===== src/hdl/cse_pkg.sv =====
// Shared operation and status codes of the counting semaphore engine.
package cse_pkg;

  typedef enum logic [2:0] {
    MODE_OPEN  = 3'd0,
    MODE_CLOSE = 3'd1,
    MODE_POST  = 3'd2,
    MODE_WAIT  = 3'd3,
    MODE_READ  = 3'd4
  } mode_t;

  typedef enum logic [2:0] {
    ST_OK      = 3'd0,
    ST_BLOCKED = 3'd1,
    ST_BAD     = 3'd2,
    ST_FULL    = 3'd3,
    ST_QFULL   = 3'd4
  } status_t;

  localparam int COUNT_W   = 16;
  localparam int IN_DATA_W  = 80;
  localparam int OUT_DATA_W = 40;

endpackage


===== src/hdl/cse_ram.sv =====
// Generic single-write, single-read RAM with registered read data.
module cse_ram #(
  parameter int WIDTH = 8,
  parameter int DEPTH = 16
) (
  input  logic                             clk,
  input  logic                             we,
  input  logic [$clog2(DEPTH)-1:0]         waddr,
  input  logic [WIDTH-1:0]                 wdata,
  input  logic [$clog2(DEPTH)-1:0]         raddr,
  output logic [WIDTH-1:0]                 rdata
);

  logic [WIDTH-1:0] mem [DEPTH];

  always_ff @(posedge clk) begin
    if (we) begin
      mem[waddr] <= wdata;
    end
    rdata <= mem[raddr];
  end

endmodule


===== src/hdl/counting_semaphore_engine.sv =====
// Counting semaphore engine: a table of semaphores, each with a FIFO of waiting processes.
//
// Usage:
//   in_*  : one request item per handshake; tdata holds mode, sem_id, name_key, proc_id.
//   out_* : exactly one result item per request; tdata holds status, result_id,
//           count_out, woken_valid, woken_proc, had_waiters.
// Requests are processed one at a time by a small sequencer around one counter
// adder, one key comparator and three RAMs (keys, per-slot count/queue pointers,
// wait queue entries). in_tready is high only while the sequencer is idle.
// Steps from accept to the result:
//   open           : keys compared slot by slot in S_SCAN; a match goes on through
//                    S_MRD and S_MOP, no match allocates a slot or reports full;
//                    the key RAM is read one slot per cycle.
//   close/wait/read/post: S_MRD, S_MOP; a post that wakes a waiter adds S_WRES.
//   bad slot, unused mode: straight to S_FIN, where the result register is loaded.
// in_tready returns as the result is loaded, in the same cycle that out_tvalid rises.
// The result sits in an output register, so the next request can be taken while
// a result waits; a result that is still stalled holds the sequencer in its
// final step until out_tready frees the register.
// Reset (rst_n low, synchronous) clears slot valid bits, the allocation pointer
// and the handshake state; RAM contents need no clearing.
module counting_semaphore_engine #(
  parameter int NUM_SEMS    = 16,
  parameter int QUEUE_DEPTH = 8,
  parameter int PROC_BITS   = 8
) (
  input  logic        clk,
  input  logic        rst_n,
  input  logic        in_tvalid,
  output logic        in_tready,
  // [2:0] mode, [6:3] sem_id, [70:7] name_key, [78:71] proc_id, [79] zero
  input  logic [cse_pkg::IN_DATA_W-1:0] in_tdata,
  output logic        out_tvalid,
  input  logic        out_tready,
  // [2:0] status, [6:3] result_id, [22:7] count_out, [23] woken_valid,
  // [31:24] woken_proc, [32] had_waiters, [39:33] zero
  output logic [cse_pkg::OUT_DATA_W-1:0] out_tdata
);

  localparam int SW  = $clog2(NUM_SEMS);
  localparam int NW  = $clog2(NUM_SEMS + 1);
  localparam int QW  = (QUEUE_DEPTH > 1) ? $clog2(QUEUE_DEPTH) : 1;
  localparam int FW  = $clog2(QUEUE_DEPTH + 1);
  localparam int PW  = (PROC_BITS < 8) ? PROC_BITS : 8;
  localparam int AW  = $clog2(NUM_SEMS * QUEUE_DEPTH);
  localparam int CW  = cse_pkg::COUNT_W;
  localparam int MW  = CW + 2 * QW + FW;
  localparam logic [CW-1:0] CNT_MAX = '1;

  typedef enum logic [5:0] {
    S_IDLE = 6'b000001,
    S_SCAN = 6'b000010,
    S_MRD  = 6'b000100,
    S_MOP  = 6'b001000,
    S_WRES = 6'b010000,
    S_FIN  = 6'b100000
  } state_t;

  state_t          state_r;
  logic [NUM_SEMS-1:0] valid_r;
  logic [NW-1:0]   next_slot_r;
  logic [NW-1:0]   scan_r;
  logic            pend_r;
  logic [SW-1:0]   pidx_r;
  logic [2:0]      op_r;
  logic [SW-1:0]   sid_r;
  logic [63:0]     key_r;
  logic [PW-1:0]   pid_r;

  logic [2:0]      res_status_r;
  logic [3:0]      res_rid_r;
  logic [CW-1:0]   res_cnt_r;
  logic            res_wv_r;
  logic [7:0]      res_wp_r;
  logic            res_hw_r;
  logic            out_valid_r;
  logic [cse_pkg::OUT_DATA_W-1:0] out_data_r;

  // request fields
  logic [2:0]  in_mode;
  logic [3:0]  in_sem_id;
  logic [63:0] in_name_key;
  logic [7:0]  in_proc_id;

  assign in_mode     = in_tdata[2:0];
  assign in_sem_id   = in_tdata[6:3];
  assign in_name_key = in_tdata[70:7];
  assign in_proc_id  = in_tdata[78:71];

  // RAM ports
  logic          key_we;
  logic [63:0]   key_q;
  logic          meta_we;
  logic [SW-1:0] meta_waddr;
  logic [MW-1:0] meta_wdata;
  logic [MW-1:0] meta_q;
  logic          wq_we;
  logic [AW-1:0] wq_waddr;
  logic [AW-1:0] wq_raddr;
  logic [PW-1:0] wq_q;

  logic [CW-1:0] m_count;
  logic [QW-1:0] m_head;
  logic [QW-1:0] m_tail;
  logic [FW-1:0] m_fill;

  assign {m_fill, m_tail, m_head, m_count} = meta_q;

  function automatic logic [QW-1:0] bump(input logic [QW-1:0] p);
    logic [QW:0] s;
    s = {1'b0, p} + (QW+1)'(1);
    return (s >= (QW+1)'(QUEUE_DEPTH)) ? '0 : s[QW-1:0];
  endfunction

  function automatic logic [AW-1:0] wq_addr(input logic [SW-1:0] slot,
                                            input logic [QW-1:0] ptr);
    return AW'(slot) * AW'(QUEUE_DEPTH) + AW'(ptr);
  endfunction

  logic          hit;
  logic          scan_more;
  logic          sid_ok;
  logic          wake;
  logic          q_full;
  logic [CW-1:0] cnt_sum;

  assign hit       = pend_r && valid_r[pidx_r] && (key_q == key_r);
  assign scan_more = scan_r < next_slot_r;
  assign sid_ok    = (32'(in_sem_id) < NUM_SEMS) && valid_r[SW'(in_sem_id)];
  assign wake      = (m_count == '0) && (m_fill != '0);
  assign q_full    = m_fill >= FW'(QUEUE_DEPTH);
  // shared counter adder: wait takes one, post adds one
  assign cnt_sum   = m_count + ((op_r == cse_pkg::MODE_WAIT) ? CNT_MAX : CW'(1));

  assign wq_waddr  = wq_addr(sid_r, m_tail);
  assign wq_raddr  = wq_addr(sid_r, m_head);

  always_comb begin
    key_we     = 1'b0;
    meta_we    = 1'b0;
    meta_waddr = sid_r;
    meta_wdata = meta_q;
    wq_we      = 1'b0;
    unique case (state_r)
      S_SCAN: begin
        if (!hit && !scan_more && !pend_r && (next_slot_r != NW'(NUM_SEMS))) begin
          key_we     = 1'b1;
          meta_we    = 1'b1;
          meta_waddr = next_slot_r[SW-1:0];
          meta_wdata = '0;
        end
      end
      S_MOP: begin
        priority case (op_r)
          cse_pkg::MODE_CLOSE: begin
            meta_we    = 1'b1;
            meta_wdata = {FW'(0), QW'(0), QW'(0), m_count};
          end
          cse_pkg::MODE_POST: begin
            if (wake) begin
              meta_we    = 1'b1;
              meta_wdata = {m_fill - FW'(1), m_tail, bump(m_head), CW'(0)};
            end else if (m_count != CNT_MAX) begin
              meta_we    = 1'b1;
              meta_wdata = {m_fill, m_tail, m_head, cnt_sum};
            end
          end
          cse_pkg::MODE_WAIT: begin
            if (m_count != '0) begin
              meta_we    = 1'b1;
              meta_wdata = {m_fill, m_tail, m_head, cnt_sum};
            end else if (!q_full) begin
              wq_we      = 1'b1;
              meta_we    = 1'b1;
              meta_wdata = {m_fill + FW'(1), bump(m_tail), m_head, m_count};
            end
          end
          default: begin
          end
        endcase
      end
      default: begin
      end
    endcase
  end

  cse_ram #(.WIDTH(64), .DEPTH(NUM_SEMS)) u_key_ram (
    .clk   (clk),
    .we    (key_we),
    .waddr (next_slot_r[SW-1:0]),
    .wdata (key_r),
    .raddr (scan_r[SW-1:0]),
    .rdata (key_q)
  );

  cse_ram #(.WIDTH(MW), .DEPTH(NUM_SEMS)) u_meta_ram (
    .clk   (clk),
    .we    (meta_we),
    .waddr (meta_waddr),
    .wdata (meta_wdata),
    .raddr (sid_r),
    .rdata (meta_q)
  );

  cse_ram #(.WIDTH(PW), .DEPTH(NUM_SEMS * QUEUE_DEPTH)) u_wq_ram (
    .clk   (clk),
    .we    (wq_we),
    .waddr (wq_waddr),
    .wdata (pid_r),
    .raddr (wq_raddr),
    .rdata (wq_q)
  );

  always_ff @(posedge clk) begin
    if (!rst_n) begin
      state_r     <= S_IDLE;
      valid_r     <= '0;
      next_slot_r <= '0;
      scan_r      <= '0;
      pend_r      <= 1'b0;
      out_valid_r <= 1'b0;
    end else begin
      // S_FIN reloads the output register itself
      if (out_valid_r && out_tready && (state_r != S_FIN)) begin
        out_valid_r <= 1'b0;
      end
      unique case (state_r)
        S_IDLE: begin
          if (in_tvalid) begin
            op_r         <= in_mode;
            sid_r        <= SW'(in_sem_id);
            key_r        <= in_name_key;
            pid_r        <= PW'(in_proc_id);
            res_status_r <= cse_pkg::ST_OK;
            res_rid_r    <= in_sem_id;
            res_cnt_r    <= '0;
            res_wv_r     <= 1'b0;
            res_wp_r     <= '0;
            res_hw_r     <= 1'b0;
            if (in_mode == cse_pkg::MODE_OPEN) begin
              scan_r  <= '0;
              pend_r  <= 1'b0;
              state_r <= S_SCAN;
            end else if (in_mode <= cse_pkg::MODE_READ) begin
              if (sid_ok) begin
                state_r <= S_MRD;
              end else begin
                res_status_r <= cse_pkg::ST_BAD;
                state_r      <= S_FIN;
              end
            end else begin
              state_r <= S_FIN;
            end
          end
        end
        S_SCAN: begin
          // key read issued in the cycle before its compare
          if (hit) begin
            sid_r     <= pidx_r;
            res_rid_r <= 4'(pidx_r);
            pend_r    <= 1'b0;
            state_r   <= S_MRD;
          end else if (scan_more) begin
            pend_r <= 1'b1;
            pidx_r <= scan_r[SW-1:0];
            scan_r <= scan_r + NW'(1);
          end else if (pend_r) begin
            pend_r <= 1'b0;
          end else if (next_slot_r == NW'(NUM_SEMS)) begin
            res_status_r <= cse_pkg::ST_FULL;
            res_rid_r    <= '0;
            state_r      <= S_FIN;
          end else begin
            valid_r[next_slot_r[SW-1:0]] <= 1'b1;
            res_rid_r   <= 4'(next_slot_r);
            next_slot_r <= next_slot_r + NW'(1);
            state_r     <= S_FIN;
          end
        end
        S_MRD: begin
          state_r <= S_MOP;
        end
        S_MOP: begin
          state_r <= ((op_r == cse_pkg::MODE_POST) && wake) ? S_WRES : S_FIN;
          priority case (op_r)
            cse_pkg::MODE_CLOSE: begin
              res_hw_r       <= (m_fill != '0);
              valid_r[sid_r] <= 1'b0;
            end
            cse_pkg::MODE_POST: begin
              if (wake) begin
                res_wv_r <= 1'b1;
              end else if (m_count != CNT_MAX) begin
                res_cnt_r <= cnt_sum;
              end else begin
                res_cnt_r <= m_count;
              end
            end
            cse_pkg::MODE_WAIT: begin
              if (m_count != '0) begin
                res_cnt_r <= cnt_sum;
              end else if (q_full) begin
                res_status_r <= cse_pkg::ST_QFULL;
              end else begin
                res_status_r <= cse_pkg::ST_BLOCKED;
              end
            end
            default: begin
              res_cnt_r <= m_count;
            end
          endcase
        end
        S_WRES: begin
          res_wp_r <= 8'(wq_q);
          state_r  <= S_FIN;
        end
        S_FIN: begin
          if (!out_valid_r || out_tready) begin
            out_valid_r <= 1'b1;
            out_data_r  <= {7'd0, res_hw_r, res_wp_r, res_wv_r, res_cnt_r,
                            res_rid_r, res_status_r};
            state_r     <= S_IDLE;
          end
        end
        default: begin
          state_r <= S_IDLE;
        end
      endcase
    end
  end

  assign in_tready  = (state_r == S_IDLE);
  assign out_tvalid = out_valid_r;
  assign out_tdata  = out_data_r;

endmodule


===== config.mk =====
export PLATFORM = sky130hd
export DESIGN_NAME = counting_semaphore_engine
export DESIGN_NICKNAME = d
export VERILOG_FILES = /design/src/hdl/cse_pkg.sv /design/src/hdl/cse_ram.sv /design/src/hdl/counting_semaphore_engine.sv
export SDC_FILE = /design/constraint.sdc
export NUM_CORES = 2
export LEC_CHECK = 0
export BUFFER_PORTS_ARGS = -buffer_cell sky130_fd_sc_hd__buf_2
export CORE_UTILIZATION = 40
export CTS_CLUSTER_SIZE = 14
export DETAILED_ROUTE_END_ITERATION = 8
export MAX_ROUTING_LAYER = met4
export PLACE_DENSITY = 0.58
export SYNTH_ARGS = -nofsm -noshare
export SYNTH_HDL_FRONTEND = slang
export SYNTH_HIERARCHICAL = 1
export SYNTH_SLANG_ARGS = --single-unit

===== constraint.sdc =====
create_clock -name clk -period 9.2 [get_ports clk]
set_input_delay 0.46 -clock clk [delete_from_list [all_inputs] [get_ports clk]]
set_output_delay 0.46 -clock clk [all_outputs]
set_load 0.03 [all_outputs]

==> impl_metrics.csv <==
group,metric,value,unit
run_status,status,"completed",
timing,finalCriticalPeriod,5.45,ns
pwr,power_density,226,nW/um^2
synth,synth_ff_type,"edfxtp_1",
clocking,clockBufferDepth,4,
route,m1WireLength,108,mm
placed_design,gp_congestion,0.816,
hold_path,min_path_type,"in2reg",
synth,ys_types,80,
clocking,cts_buffers,287,
route,antenna_left,0,
route,drcViolationCount,0,
timing,fin_crit_sh,59.3,%
timing,fin_hold_ws,0.0622,ns
timing,rsz0062_at_grt,"false",
placed_design,dp_cells,8441,
worst_setup_path,crit_type,"reg2reg",
route,firstDrtPassIters,6,
final_layout,utilization,45.9,%
timing,drv_slew,0,
clocking,cts_sinks,2745,
synth,ys_async_sr_fraction,0,%
global_route,overflow,0,
synth,synth-seq-cells,2745,
route,vias,50728,
floorplan,dieArea,266000,um^2
clocking,clk_pin_slew,0.06,ns
worst_setup_path,worst_setup_path_start_kind,"register",
clocking,postCtsSetupBuffers,0,
final_layout,finish.net_count,5391,
timing,fmax,0.183,GHz
worst_setup_path,cp_max_fo,26,
synth,synthCells,4946,
pwr,power.leakage,37.1,nW
synth,yosysWarnings,6,
route,dr.max_layer_used,"met4",
timing,fin_tns_setup,0,ns
timing,finalHoldViolCount,0,
synth,synth_top_area_share,74.2,%
final_layout,most-common-layout-cells,"edfxtp_1, mux4_2, clkbuf_16",
timing,setup_viol,0,
timing,tightest_slew,1.17,ns
pwr,ir_worst_vdd,0.000158,V
final_layout,areaGrowthSynthToFinish,13.9,%
global_route,grt_max_degree,150,
global_route,grt_pass1_wl,361,mm
synth,synth_edf_count,2613,
final_layout,layout.cells.most_common,"edfxtp_1",
floorplan,die_x,516,um
final_layout,drive_gt1_share,25.2,%
floorplan,core-area,263000,um^2
global_route,grtUsageTotal,19.2,%
route,routedWlPerCell,27.5,um
clocking,htreeDepth,5,
floorplan,initial_core_util,40.3,%
floorplan,io_pins,126,
final_layout,stdcell_area,120000,um^2
timing,postLayoutSetupSlackWorst,3.75,ns
placed_design,numPortBuffers,117,
worst_setup_path,cp.required,9.63,ns
synth,syn_area,106000,um^2
route,met3_length,13.6,mm
floorplan,dieHeight,516,um
worst_setup_path,arrival,5.88,ns
synth,syn_area_per_cell,21.4,um^2
worst_setup_path,crit_path_end_kind,"register",
pwr,p_total,27.2,mW
placed_design,pre_cts_ws,3.88,ns
synth,ys_top_cells_by_area,"edfxtp_1, mux4_2, dfxtp_1",
placed_design,placed_cell_area,111000,um^2
route,wirelength,248,mm
route,drt_iter0_markers,4641,
timing,clock_skew,0.0429,ns
route,wl_met2,122,mm
global_route,antenna_found_initial,16,
synth,seq_area_frac_synth,76.7,%
timing,worst_slew_margin_rel,21.7,%
clocking,root_buffer,"clkbuf_16",
floorplan,rows,188,
final_layout,final_cells,9033,
synth,yosys.area.top_type,"edfxtp_1",
placed_design,dp_hpwl,138,mm
route,via_per_inst,5.62,
job,cap_viol_max_count,0,
clocking,clk_latency,0.85,ns
global_route,grt_pass1_vias,51829,
clocking,cts_tree,"done",
-- state kept, by name, summed over array words and instances, names as in the netlist, 3 cells and up --
register	count
pid_r	8
u_wq_ram/rdata	8
res_cnt_r	16
op_r	3
u_key_ram/mem	1024
key_r	64
next_slot_r	5
valid_r	16
scan_r	5
u_key_ram/rdata	64
out_tdata	33
u_meta_ram/mem	416
u_wq_ram/mem	1024
res_wp_r	8
state_r	6
sid_r	4
res_rid_r	4
u_meta_ram/rdata	26
pidx_r	4
res_status_r	3
-- critical path, stage by stage, from the launching register on --
cell     delay [ns]
dfxtp_1        0.63
inv_1          0.29
ha_1           0.36
nand2_1        0.06
o21ai_0        0.19
a31oi_1        0.11
buf_4          0.18
nor2_1         0.23
nand3_1        0.45
o21ai_0        0.99
nand2_1        0.50
nor2_4         1.02
-- synth_stat cells (9+ instances only) --
master    count
nand3_1      47
o21ai_0      55
buf_6        15
xnor2_1      59
buf_1        37
nor2_1      203
a31oi_1      11
mux2i_1      19
mux2_2       15
clkbuf_1    127
a21boi_0     14
a21oi_1      43
buf_2        53
and3_1       10
and2_1       21
buf_4        25
nand2_1     208
nand3b_1      9
mux4_2      668
nor4_1       16
nand2b_1     51
mux4_1       36
nor3_1       40
ha_1         14
dfxtp_1     132
nand4_1      45
inv_1        20
edfxtp_1   2613
a22oi_1     183
nor2b_1      17
-- kinds of logic after synthesis --
group | count (synthesis) | synth area share, %
DFF | 2745 | 76.7
muxes | 738 | 15.5
and+or+nand+nor | 709 | 3.21
AOI/OAI and AO/OA | 393 | 2.60
buffers and inverters | 284 | 1.37
xor gates and xnor gates | 62 | 0.513
adders and majority gates | 14 | 0.166
other | 1 | 0.00355
-- timing repair --
item                                    CTS  global route
endpoints found under the hold margin    80             0
hold buffers                             78             0
endpoints found under the setup margin    0             0
gates resized for setup                   0             0
-- metal layers --
metal,track usage (%),vias to the layer above
li1,-,21410
met1,26.4,27424
met2,30.4,1554
met3,2.63,340
met4,4.36,0
met5,-,-
-- worst paths after layout --
check                               startpoint                     end  slack [ns]  cells past startpoint
worst max register to register  next_slot_r[1]  u_meta_ram/mem[11][23]        3.75                     11
worst min-delay path               in_tdata[3]                sid_r[0]        0.06                      3
worst max-delay path            next_slot_r[1]  u_meta_ram/mem[11][23]        3.75                     11
worst min register to register    res_cnt_r[7]           out_tdata[14]        0.41                      0
-- power by group --
part,internal (mW),switching [mW]
Sequential,13.9,0.229
Clock,6.49,4.68
Combinational,0.846,1.10
-- final cells by class --
type / count / area, um^2
Tap cell: 3515 / 4400
Sequential cell: 2745 / 81100
Multi-Input combinational cell: 1923 / 23500
Clock inverter: 124 / 1090
Timing Repair Buffer: 316 / 2340
Fill cell: 22011 / 142000
Antenna cell: 6 / 15.0
Clock buffer: 384 / 7890
Inverter: 20 / 75.1
Power figures use the tool's default switching activity.
